## src/hdl/hjg_pkg.sv

```systemverilog
package hjg_pkg;

    // fixed point and field widths
    localparam int FRAC_BITS = 24;
    localparam int BASE_X    = 2;
    localparam int BASE_Y    = 3;
    localparam int FRAME_W   = 31;
    localparam int OFS_W     = 24;
    localparam int BASE_W    = 5;
    localparam int NLANE     = 2;
    localparam int IN_W      = 32;
    localparam int OUT_W     = 4 * OFS_W;

    // digit reversal accumulator: b^m <= n * b < 2^(FRAME_W + BASE_W - 1)
    localparam int ACC_W  = FRAME_W + BASE_W - 1;
    localparam int CNT_W  = $clog2(FRAC_BITS + 1);

    // bases below two count as two
    localparam int BX = (BASE_X < 2) ? 2 : BASE_X;
    localparam int BY = (BASE_Y < 2) ? 2 : BASE_Y;

    // reciprocal for exact n / b with n < 2^FRAME_W
    localparam int RECIP_W = FRAME_W + 2;
    localparam int PROD_W  = FRAME_W + RECIP_W;
    localparam int SHIFT_X = FRAME_W + $clog2(BX);
    localparam int SHIFT_Y = FRAME_W + $clog2(BY);
    localparam logic [RECIP_W-1:0] RECIP_X =
        RECIP_W'(((64'd1 << SHIFT_X) + 64'(BX) - 64'd1) / 64'(BX));
    localparam logic [RECIP_W-1:0] RECIP_Y =
        RECIP_W'(((64'd1 << SHIFT_Y) + 64'(BY) - 64'd1) / 64'(BY));

    // saturation of the centered quotient to the output range
    localparam int SAT_W = ((FRAC_BITS > OFS_W) ? FRAC_BITS : OFS_W) + 2;
    localparam logic signed [SAT_W-1:0] OFS_MAX = SAT_W'((64'd1 << (OFS_W - 1)) - 64'd1);
    localparam logic signed [SAT_W-1:0] OFS_MIN = -OFS_MAX - SAT_W'(1);

    typedef struct packed {
        logic load;         // start a radical inverse on the frame number
        logic step_digit;   // peel one digit in each lane
        logic step_div;     // one quotient bit in each lane
        logic commit;       // old <= cur, cur <= new offsets
        logic commit_zero;  // old <= cur, cur <= zero
        logic out_load;     // capture the result beat
    } hjg_cmd_t;

    typedef struct packed {
        logic digits_done;  // every lane has run out of digits
    } hjg_status_t;

    function automatic logic [BASE_W-1:0] lane_base(input logic lane);
        lane_base = lane ? BASE_W'(BY) : BASE_W'(BX);
    endfunction

    function automatic logic [RECIP_W-1:0] lane_recip(input logic lane);
        lane_recip = lane ? RECIP_Y : RECIP_X;
    endfunction

    function automatic int lane_shift(input logic lane);
        lane_shift = lane ? SHIFT_Y : SHIFT_X;
    endfunction

    function automatic logic signed [OFS_W-1:0] sat_offset(input logic [FRAC_BITS-1:0] q);
        logic signed [SAT_W-1:0] v;
        v = $signed(SAT_W'(q)) - $signed(SAT_W'(1) << (FRAC_BITS - 1));
        if (v > OFS_MAX) begin
            v = OFS_MAX;
        end else if (v < OFS_MIN) begin
            v = OFS_MIN;
        end
        sat_offset = v[OFS_W-1:0];
    endfunction

endpackage

```

## src/hdl/hjg_datapath.sv

```systemverilog
module hjg_datapath (
    input  logic                        aclk,
    input  logic                        aresetn,
    input  logic [hjg_pkg::FRAME_W-1:0] frame_number,
    input  hjg_pkg::hjg_cmd_t           cmd,
    output hjg_pkg::hjg_status_t        status,
    output logic [hjg_pkg::OUT_W-1:0]   out_data
);
    import hjg_pkg::*;

    logic [FRAME_W-1:0]          n_reg   [NLANE];
    logic [FRAME_W-1:0]          n_next  [NLANE];
    logic [ACC_W-1:0]            acc_reg [NLANE];
    logic [ACC_W-1:0]            acc_next[NLANE];
    logic [ACC_W-1:0]            den_reg [NLANE];
    logic [ACC_W-1:0]            den_next[NLANE];
    logic [FRAC_BITS-1:0]        q_reg   [NLANE];
    logic [FRAC_BITS-1:0]        q_next  [NLANE];
    logic signed [OFS_W-1:0]     cur_reg [NLANE];
    logic signed [OFS_W-1:0]     cur_next[NLANE];
    logic signed [OFS_W-1:0]     old_reg [NLANE];
    logic signed [OFS_W-1:0]     old_next[NLANE];
    logic [OUT_W-1:0]            out_reg;
    logic [OUT_W-1:0]            out_next;

    logic [PROD_W-1:0]           prod    [NLANE];
    logic [FRAME_W-1:0]          quo     [NLANE];
    logic [BASE_W-1:0]           dig     [NLANE];
    logic [ACC_W:0]              shifted [NLANE];
    logic                        ge      [NLANE];

    always_comb begin
        for (int l = 0; l < NLANE; l++) begin
            // digit step: n = q * b + d, rev = rev * b + d
            prod[l]    = PROD_W'(n_reg[l]) * PROD_W'(lane_recip(l == 1));
            quo[l]     = FRAME_W'(prod[l] >> lane_shift(l == 1));
            dig[l]     = BASE_W'(n_reg[l] - FRAME_W'(quo[l] * FRAME_W'(lane_base(l == 1))));
            // restoring division step
            shifted[l] = {acc_reg[l], 1'b0};
            ge[l]      = shifted[l] >= {1'b0, den_reg[l]};

            n_next[l]   = n_reg[l];
            acc_next[l] = acc_reg[l];
            den_next[l] = den_reg[l];
            q_next[l]   = q_reg[l];
            cur_next[l] = cur_reg[l];
            old_next[l] = old_reg[l];

            if (cmd.load) begin
                n_next[l]   = frame_number;
                acc_next[l] = '0;
                den_next[l] = ACC_W'(1);
                q_next[l]   = '0;
            end else if (cmd.step_digit) begin
                if (n_reg[l] != '0) begin
                    n_next[l]   = quo[l];
                    acc_next[l] = ACC_W'(acc_reg[l] * ACC_W'(lane_base(l == 1)))
                                  + ACC_W'(dig[l]);
                    den_next[l] = ACC_W'(den_reg[l] * ACC_W'(lane_base(l == 1)));
                end
            end else if (cmd.step_div) begin
                acc_next[l] = ge[l] ? ACC_W'(shifted[l] - {1'b0, den_reg[l]})
                                    : ACC_W'(shifted[l]);
                q_next[l]   = {q_reg[l][FRAC_BITS-2:0], ge[l]};
            end

            if (cmd.commit) begin
                old_next[l] = cur_reg[l];
                cur_next[l] = sat_offset(q_reg[l]);
            end else if (cmd.commit_zero) begin
                old_next[l] = cur_reg[l];
                cur_next[l] = '0;
            end
        end

        out_next = out_reg;
        if (cmd.out_load) begin
            out_next = {old_reg[1], old_reg[0], cur_reg[1], cur_reg[0]};
        end
    end

    always_ff @(posedge aclk) begin
        for (int l = 0; l < NLANE; l++) begin
            n_reg[l]   <= n_next[l];
            acc_reg[l] <= acc_next[l];
            den_reg[l] <= den_next[l];
            q_reg[l]   <= q_next[l];
        end
        out_reg <= out_next;
    end

    always_ff @(posedge aclk) begin
        if (!aresetn) begin
            for (int l = 0; l < NLANE; l++) begin
                cur_reg[l] <= '0;
                old_reg[l] <= '0;
            end
        end else begin
            for (int l = 0; l < NLANE; l++) begin
                cur_reg[l] <= cur_next[l];
                old_reg[l] <= old_next[l];
            end
        end
    end

    assign status.digits_done = (n_reg[0] == '0) && (n_reg[1] == '0);
    assign out_data           = out_reg;

endmodule

```

## src/hdl/hjg_ctrl.sv

```systemverilog
module hjg_ctrl (
    input  logic                  aclk,
    input  logic                  aresetn,
    input  logic                  s_tvalid,
    output logic                  s_tready,
    input  logic                  s_advance,
    output logic                  m_tvalid,
    input  logic                  m_tready,
    input  logic                  cfg_wr_en,
    input  logic                  cfg_wr_data,
    input  hjg_pkg::hjg_status_t  status,
    output hjg_pkg::hjg_cmd_t     cmd
);
    import hjg_pkg::*;

    typedef enum logic [4:0] {
        ST_IDLE   = 5'b00001,
        ST_DIGIT  = 5'b00010,
        ST_DIV    = 5'b00100,
        ST_COMMIT = 5'b01000,
        ST_DONE   = 5'b10000
    } state_t;

    state_t             state_reg, state_next;
    logic [CNT_W-1:0]   cnt_reg, cnt_next;
    logic               m_tvalid_reg, m_tvalid_next;
    logic               disable_reg, disable_next;
    logic               accept;

    assign s_tready = (state_reg == ST_IDLE);
    assign accept   = s_tvalid && s_tready;
    assign m_tvalid = m_tvalid_reg;

    always_comb begin
        state_next    = state_reg;
        cnt_next      = cnt_reg;
        disable_next  = cfg_wr_en ? cfg_wr_data : disable_reg;
        cmd           = '0;

        case (state_reg)
            ST_IDLE: begin
                if (accept) begin
                    if (s_advance && !disable_reg) begin
                        cmd.load   = 1'b1;
                        state_next = ST_DIGIT;
                    end else begin
                        cmd.commit_zero = s_advance;
                        state_next      = ST_DONE;
                    end
                end
            end
            ST_DIGIT: begin
                if (status.digits_done) begin
                    cnt_next   = '0;
                    state_next = ST_DIV;
                end else begin
                    cmd.step_digit = 1'b1;
                end
            end
            ST_DIV: begin
                cmd.step_div = 1'b1;
                cnt_next     = cnt_reg + CNT_W'(1);
                if (cnt_reg == CNT_W'(FRAC_BITS - 1)) begin
                    state_next = ST_COMMIT;
                end
            end
            ST_COMMIT: begin
                cmd.commit = 1'b1;
                state_next = ST_DONE;
            end
            ST_DONE: begin
                if (!m_tvalid_reg || m_tready) begin
                    cmd.out_load = 1'b1;
                    state_next   = ST_IDLE;
                end
            end
            default: begin
                state_next = ST_IDLE;
            end
        endcase

        if (cmd.out_load) begin
            m_tvalid_next = 1'b1;
        end else if (m_tready) begin
            m_tvalid_next = 1'b0;
        end else begin
            m_tvalid_next = m_tvalid_reg;
        end
    end

    always_ff @(posedge aclk) begin
        if (!aresetn) begin
            state_reg    <= ST_IDLE;
            cnt_reg      <= '0;
            m_tvalid_reg <= 1'b0;
            disable_reg  <= 1'b0;
        end else begin
            state_reg    <= state_next;
            cnt_reg      <= cnt_next;
            m_tvalid_reg <= m_tvalid_next;
            disable_reg  <= disable_next;
        end
    end

`ifndef SYNTHESIS
    a_cnt_bound: assert property (@(posedge aclk) disable iff (!aresetn)
        (state_reg == ST_DIV) |-> (cnt_reg < CNT_W'(FRAC_BITS)))
        else $error("division count overran");

    a_no_overwrite: assert property (@(posedge aclk) disable iff (!aresetn)
        cmd.out_load |-> (!m_tvalid_reg || m_tready))
        else $error("pending result beat overwritten");

    a_start_digits: assert property (@(posedge aclk) disable iff (!aresetn)
        (accept && s_advance && !disable_reg) |=> (state_reg == ST_DIGIT))
        else $error("advancing beat did not start digit reversal");

    a_div_after_digits: assert property (@(posedge aclk) disable iff (!aresetn)
        (state_reg == ST_DIV) |-> status.digits_done)
        else $error("division started with digits left");
`endif

endmodule

```

## src/hdl/halton_jitter_generator_core.sv

```systemverilog
// Halton sub-pixel jitter, bases 2 (x) and 3 (y). Each input beat carries a frame
// number and a time-advanced flag and yields exactly one result beat holding the
// current and the previous offset pair, 24-bit two's complement scaled by 2^-24.
// With time advanced the current pair moves to the previous pair and the new
// current pair is the exactly truncated radical inverse minus one half (zero when
// disable_jitter is set); otherwise the pair is returned unchanged. A jittered beat
// runs the digit loop over the larger digit count of the frame number over the two
// bases (up to 31 in base 2), peeling one digit per lane per cycle, then the
// restoring division, one quotient bit per lane per cycle. One beat is in work at a
// time; a finished result sits in an output register while the next beat is accepted.
// The user must write disable_jitter only while the block is idle; the block itself
// does not enforce this.
module halton_jitter_generator_core (
    input  logic                      aclk,
    input  logic                      aresetn,
    // input stream
    input  logic                      s_tvalid,
    output logic                      s_tready,
    input  logic [hjg_pkg::IN_W-1:0]  s_tdata,   // frame_number[30:0], time_advanced[31]
    // result stream
    output logic                      m_tvalid,
    input  logic                      m_tready,
    output logic [hjg_pkg::OUT_W-1:0] m_tdata,   // jitter_x[23:0], jitter_y[47:24],
                                                 // prev_jitter_x[71:48], prev_jitter_y[95:72]
    // configuration: disable_jitter
    input  logic                      cfg_wr_en,
    input  logic                      cfg_wr_data
);
    import hjg_pkg::*;

    hjg_cmd_t    cmd;
    hjg_status_t status;

    // sequencer: accept, digit loop, division loop, commit, result beat
    hjg_ctrl u_ctrl (
        .aclk        (aclk),
        .aresetn     (aresetn),
        .s_tvalid    (s_tvalid),
        .s_tready    (s_tready),
        .s_advance   (s_tdata[FRAME_W]),
        .m_tvalid    (m_tvalid),
        .m_tready    (m_tready),
        .cfg_wr_en   (cfg_wr_en),
        .cfg_wr_data (cfg_wr_data),
        .status      (status),
        .cmd         (cmd)
    );

    // two radical-inverse lanes, offset state and the output register
    hjg_datapath u_datapath (
        .aclk         (aclk),
        .aresetn      (aresetn),
        .frame_number (s_tdata[FRAME_W-1:0]),
        .cmd          (cmd),
        .status       (status),
        .out_data     (m_tdata)
    );

endmodule
```

## config.mk

```make
export PLATFORM = sky130hd
export DESIGN_NAME = halton_jitter_generator_core
export DESIGN_NICKNAME = d
export VERILOG_FILES = /design/src/hdl/hjg_pkg.sv /design/src/hdl/hjg_datapath.sv /design/src/hdl/hjg_ctrl.sv /design/src/hdl/halton_jitter_generator_core.sv
export SDC_FILE = /design/constraint.sdc
export NUM_CORES = 2
export LEC_CHECK = 0
export ABC_AREA = 0
export ABC_CLOCK_PERIOD_IN_PS = 12150
export BUFFER_PORTS_ARGS = -buffer_cell sky130_fd_sc_hd__buf_2
export CAP_MARGIN = 20
export CORE_MARGIN = 3
export CORE_UTILIZATION = 60
export CTS_CLUSTER_DIAMETER = 120
export DETAILED_ROUTE_END_ITERATION = 10
export PLACE_DENSITY_LB_ADDON = 0.08
export REMOVE_ABC_BUFFERS = 1
export SYNTH_ARGS = -nofsm -noshare
export SYNTH_HDL_FRONTEND = slang
export SYNTH_SLANG_ARGS = --single-unit
```

## constraint.sdc

```tcl
create_clock -name aclk -period 12.15 [get_ports aclk]
set_clock_uncertainty 0.15 [all_clocks]
set_input_delay 0.6075 -clock aclk [delete_from_list [all_inputs] [get_ports aclk]]
set_output_delay 0.6075 -clock aclk [all_outputs]
set_load 0.1 [all_outputs]
```

# --- After elaboration in Yosys (flattened, before gate mapping) ---
# Memory sizes are Yosys's and may differ from the RTL's.
# Cells that the tools add are included.
# Widths: inputs -> output; s select.
classes:
  addsub: 9
  multipliers: 4
  magnitude_cmp: 6
  n_eq_ne: 10
  n_mux: 68
  bitwise: 4
  reduce_logical: 14
ops:
  columns: ["cell", "count"]
  rows:
  - ["$mux 35", 16]
  - ["$mux 24", 22]
  - ["$mux 31", 6]
  - ["$ge 36x35->1", 2]
  - ["$add 35x5->35", 2]
  - ["$mul 35x2->35 const B", 2]
  - ["$sub 35x35->35", 2]
  - ["$mul 31x32->63 const B", 1]
  - ["$logic_not 31->1", 2]
  - ["$reduce_bool 31->1", 2]
  - ["$gt 25x24->1 const B", 2]
  - ["$lt 25x24->1 const B", 2]
  - ["$sub 24x24->25 const B", 2]
  - ["$mul 30x2->5 const B", 1]
  - ["$mux 5", 6]
  - ["$pmux 5 s5", 1]
  - ["$mux 1", 16]
  - ["$eq 5x5->1 const B", 2]
  - ["$pmux 5 s2", 1]
  - ["$sub 5x5->5", 2]
  - ["$add 5x1->5 const B", 1]
  - ["$eq 5x1->1 const B", 1]
  - ["$eq 5x2->1 const B", 1]
  - ["$eq 5x3->1 const B", 1]
  - ["10 further kinds", 19]
word_totals:
  reg_bits: 108
  ram_bits: 346
  inputBits: 38
  output_inout_bits: 98
  word_cells: 126
  memories: 6
memory_table:
  columns: ["name", "words", "word_bits", "read_ports", "rd_clocked_by_memory_dff", "wr", "line_no", "source"]
  rows:
  - ["u_datapath.acc_reg", 2, 35, 2, 0, 2, "hjg_datapath.sv:13", "logic [ACC_W-1:0] acc_reg [NLANE];"]
  - ["u_datapath.den_reg", 2, 35, 2, 0, 2, "hjg_datapath.sv:15", "logic [ACC_W-1:0] den_reg [NLANE];"]
  - ["u_datapath.n_reg", 2, 31, 2, 0, 2, "hjg_datapath.sv:11", "logic [FRAME_W-1:0] n_reg [NLANE];"]
  - ["u_datapath.cur_reg", 2, 24, 2, 0, 2, "hjg_datapath.sv:19", "logic signed [OFS_W-1:0] cur_reg [NLANE];"]
  - ["u_datapath.old_reg", 2, 24, 2, 0, 2, "hjg_datapath.sv:21", "logic signed [OFS_W-1:0] old_reg [NLANE];"]
  - ["u_datapath.q_reg", 2, 24, 2, 0, 2, "hjg_datapath.sv:17", "logic [FRAC_BITS-1:0] q_reg [NLANE];"]

# --- Depth between registers and ports, before layout ---
logic_depth:
  word_depth: 8
  ltp_mapped: 48
  depth_no_buf: 48

# --- Cells and area by module ---
# Synthesis repeated with hierarchy kept, for this count alone.
hier_totals:
  cells_unflattened: 3918
  area_unflattened_um2: 36398.7
by_module_without_submodules:
  columns: ["mod", "instances", "cells_per_inst", "area_per_inst_um2", "seq_area_each_um2"]
  rows:
  - ["hjg_datapath", 1, 3837, 35701.7, 10410.0]
  - ["hjg_ctrl", 1, 81, 696.9, 240.2]

# --- Worst setup path before layout ---
# OpenSTA, ideal clock, no wires.
synth_path:
  path_type: "register to register"
  start: "mem u_datapath.n_reg[1][16] (netlist: u_datapath.n_reg[0][47])"
  end: "mem u_datapath.acc_reg[0][66] (netlist name)"
  setup_time_ns: 0.095
  arrival_time_ns: 10.720
  t_required_ns: 11.905
  slack_ns: 1.184
  stages_incl_launch_ff: 44
  path_buffers: 0
  synth_period_minus_slack_ns: 10.966
  path_cell_list: "edfxtp_1 ha_1 inv_1 fa_1 inv_1 fa_1 fa_1 inv_1 fa_1 inv_1 fa_1 inv_1 fa_1 inv_1 fa_1 ha_1 a21oi_1 nor2b_1 [... 8 more ...] ha_1 a21o_1 a21oi_1 xnor2_1 xnor2_1 xnor2_1 fa_1 ha_1 o21ai_0 a21oi_1 o41ai_1 o21ai_1 a221oi_2 o21ai_0 a21oi_1 mux2i_1 o21ai_0 a221oi_1"
synth_lines:
  columns: ["element", "line_no"]
  rows:
  - ["start, declared", "hjg_datapath.sv:11"]
  - ["end, declared", "hjg_datapath.sv:13"]

==> impl_metrics.py <==
metrics = {
    "status": {
        "status": "complete, no violations",
    },
    "detailed_routing": {
        "firstDrtPassIters": 5,
        "routedWlPerCell_um": 17.8,
        "vias": 28000,
        "ant_nets": 0,
        "via_per_inst": 5.80,
        "drc": 0,
        "drt_iter0_drc": 1818,
        "finalWirelength_mm": 85.6,
    },
    "final_layout": {
        "regArea_um2": 10700,
        "drive_above_1_share_pct": 8.23,
        "final_nets": 4758,
        "synthToLayoutAreaGrowth_pct": 9.31,
        "multi_input_area_um2": 23100,
        "fin_area_um2": 39300,
        "final.fill_count": 4924,
        "largest_reg_flops": 96,
    },
    "clock_network": {
        "cts_sinks": 453,
        "htreeDepth": 2,
        "cts_hold_buf": 0,
        "clock_path_buffers": 3,
        "tritoncts": "done",
        "cts-root-buf": "clkbuf_16",
        "numCtsBuffers": 49,
        "insertion_delay_ns": 0.62,
        "clkTransAtPathRegs_ns": 0.06,
    },
    "sta": {
        "finalCriticalPeriod_ns": 11.44,
        "worst_pin_slew_ns": 1.09,
        "hold_violations": 0,
        "max-slew-margin-rel_pct": 27.1,
        "finalSetupTns_ns": 0,
        "layout_worst_path_cycle_share_pct": 94.2,
        "slew_violations": 0,
        "max_freq_mhz": 87.4,
        "grt_setup_unrepaired": "no",
        "fin_ws_ns": 0.709,
        "setup_violations": 0,
    },
    "critical_path": {
        "cpPeakStageDelay_ns": 0.69,
        "cpMaxStageDelayCell": "fa_1",
        "critPathLaunchType": "flop",
        "arrival_ns": 11.71,
        "crit_path_end_kind": "flop",
        "worst-path-max-fanout": 5,
        "critical_path_class": "flop to flop",
        "required_ns": 12.42,
        "critPathMostFrequentCell": "fa_1",
    },
    "hold_path": {
        "min_path_type": "input pin to flop",
    },
    "global_route": {
        "grt_pass1_wl_mm": 140,
        "grt_use_met3_pct": 3.37,
        "grt_antenna_before_repair": 4,
        "grt_pass1_vias": 27200,
        "grt_max_degree": 97,
        "use_met1_pct": 38.7,
        "grt_overflow": 0,
        "grt_usage_pct": 27.3,
        "grt_busiest_layer": "met2",
        "grt_util_met2_pct": 44.5,
    },
    "synth": {
        "synth_seq_cells": 453,
        "synthCells": 3916,
        "async_reset_ff_share_pct": 0,
        "yosys_warnings": 0,
        "synth-seq-area-share_pct": 29.7,
        "syn-cell-area_um2": 35900,
        "synth-edff-count": 158,
        "synth_ff_type": "dfxtp_1",
        "synth.avg_cell_area_um2": 9.17,
        "synth_cell_types": 84,
    },
    "floorplan": {
        "coreArea_um2": 59100,
        "row_count": 89,
        "die_area_um2": 62800,
        "die_y_um": 251,
        "die_w_um": 251,
        "io_pins": 136,
        "start_util_pct": 60.7,
    },
    "placement": {
        "dp_hpwl_mm": 65.2,
        "placed_area_um2": 37300,
        "port_buffers": 135,
        "place_ws_ns": 0.242,
        "place_congestion": 0.884,
    },
    "flow_run": {
        "drv_cap": 0,
    },
}
[path summary, 6_finish.rpt]
kind / start / depth (start not counted) / slack, ns / end
worst min register to register: u_datapath.old_reg[0][7]$_SDFFE_PN0P_ / 0 / 0.26 / u_datapath.out_data[55]$_DFFE_PP_
worst min-delay path: cfg_wr_data / 3 / 0.09 / u_ctrl.disable_reg$_SDFFE_PN0P_
worst max register to register: u_datapath.n_reg[0][38]$_DFFE_PP_ / 47 / 0.71 / u_datapath.acc_reg[0][64]$_SDFFE_PP0P_
worst max-delay path: u_datapath.n_reg[0][38]$_DFFE_PP_ / 47 / 0.71 / u_datapath.acc_reg[0][64]$_SDFFE_PP0P_
[layout by cell type, fill, tap and decap left out, types with 40 or more instances in the layout]
cell type	netlist	layout
clkbuf_16	0	50
a21o_1	115	115
nand2_1	510	507
a211oi_1	49	49
o21ai_0	153	151
buf_2	7	135
mux2i_1	40	40
a21oi_1	377	373
buf_4	2	42
dfxtp_1	295	295
nand3_1	78	77
edfxtp_1	158	158
a22oi_1	51	51
xnor2_1	105	104
inv_1	458	455
fa_1	245	241
ha_1	471	469
xor2_1	54	54
nor2_1	199	194
[critical path: cells and delay by family, from the launching register on]
kind | cells | cell delay [ns]
AO/OA/AOI/OAI | 18 | 3.16
XOR/XNOR | 5 | 0.79
adder cells (fa/ha/maj) | 13 | 5.56
buffers and inverters | 10 | 1.07
flip-flops | 1 | 0.42
AND/OR/NAND/NOR | 1 | 0.09
[through the flow]
step | std cells | hold slack, ns | utilization, %
2_1_floorplan | 3773 | 0.258 | -
3_3_place_gp | 4710 | 0.263 | 63.1
3_5_place_dp | 4710 | 0.263 | 63.1
4_1_cts | 4802 | 0.0588 | 66.0
5_1_grt | 4819 | 0.0669 | 66.4
6_report | 4819 | 0.0870 | 66.4
[metal layers]
metal	vias to the layer above	routed length, um
met3	112	3900
met5	-	0
li1	13700	-
met1	13500	39900
met2	590	39700
met4	0	2070
[timing repair]
action	4_1_cts	5_1_grt
gates resized for setup	0	22
setup endpoints to repair	0	17
setup buffers	0	13
[Yosys cell counts (9+ instances only)]
master,number,area [um^2]
a211o_1,10,87.6
a211oi_1,49,368
a21o_1,115,863
a21oi_1,377,1890
a22oi_1,51,383
a31oi_1,31,194
and2_1,18,113
and3_1,23,144
and4_1,12,105
clkbuf_1,128,480
dfxtp_1,295,5910
edfxtp_1,158,4740
fa_1,245,4900
ha_1,471,5890
inv_1,458,1720
mux2i_1,40,400
nand2_1,510,1910
nand2b_1,21,131
nand3_1,78,390
nand4_1,31,194
nor2_1,199,747
nor2b_1,21,131
nor3_1,23,115
nor4_1,21,131
o211ai_1,17,128
o21a_1,15,113
o21ai_0,153,766
o21bai_1,25,188
o22ai_1,10,62.6
o31ai_1,9,67.6
or2_2,10,62.6
or3_1,9,56.3
xnor2_1,105,920
xor2_1,54,473
[final cells by class]
cell class	instances	share of cell area, %
multi-input combinational	2861	58.9
sequential	453	27.1
inverter	459	4.40
clock buffer	65	3.46
timing repair buffer	180	2.68
tap	773	2.46
clock inverter	27	0.934
antenna	1	0.00637
[logic make-up after synthesis]
| family | synth area share [%] |
|---|---|
| adders and majority gates | 30.1 |
| muxes | 1.18 |
| buffers and inverters | 6.38 |
| xor gates and xnor gates | 3.88 |
| AOI/OAI and AO/OA | 16.6 |
| and+or+nand+nor | 12.3 |
| DFF | 29.7 |
Power is not shown: default switching activity piles up to over one toggle a cycle in this logic, so the estimate is an artifact.
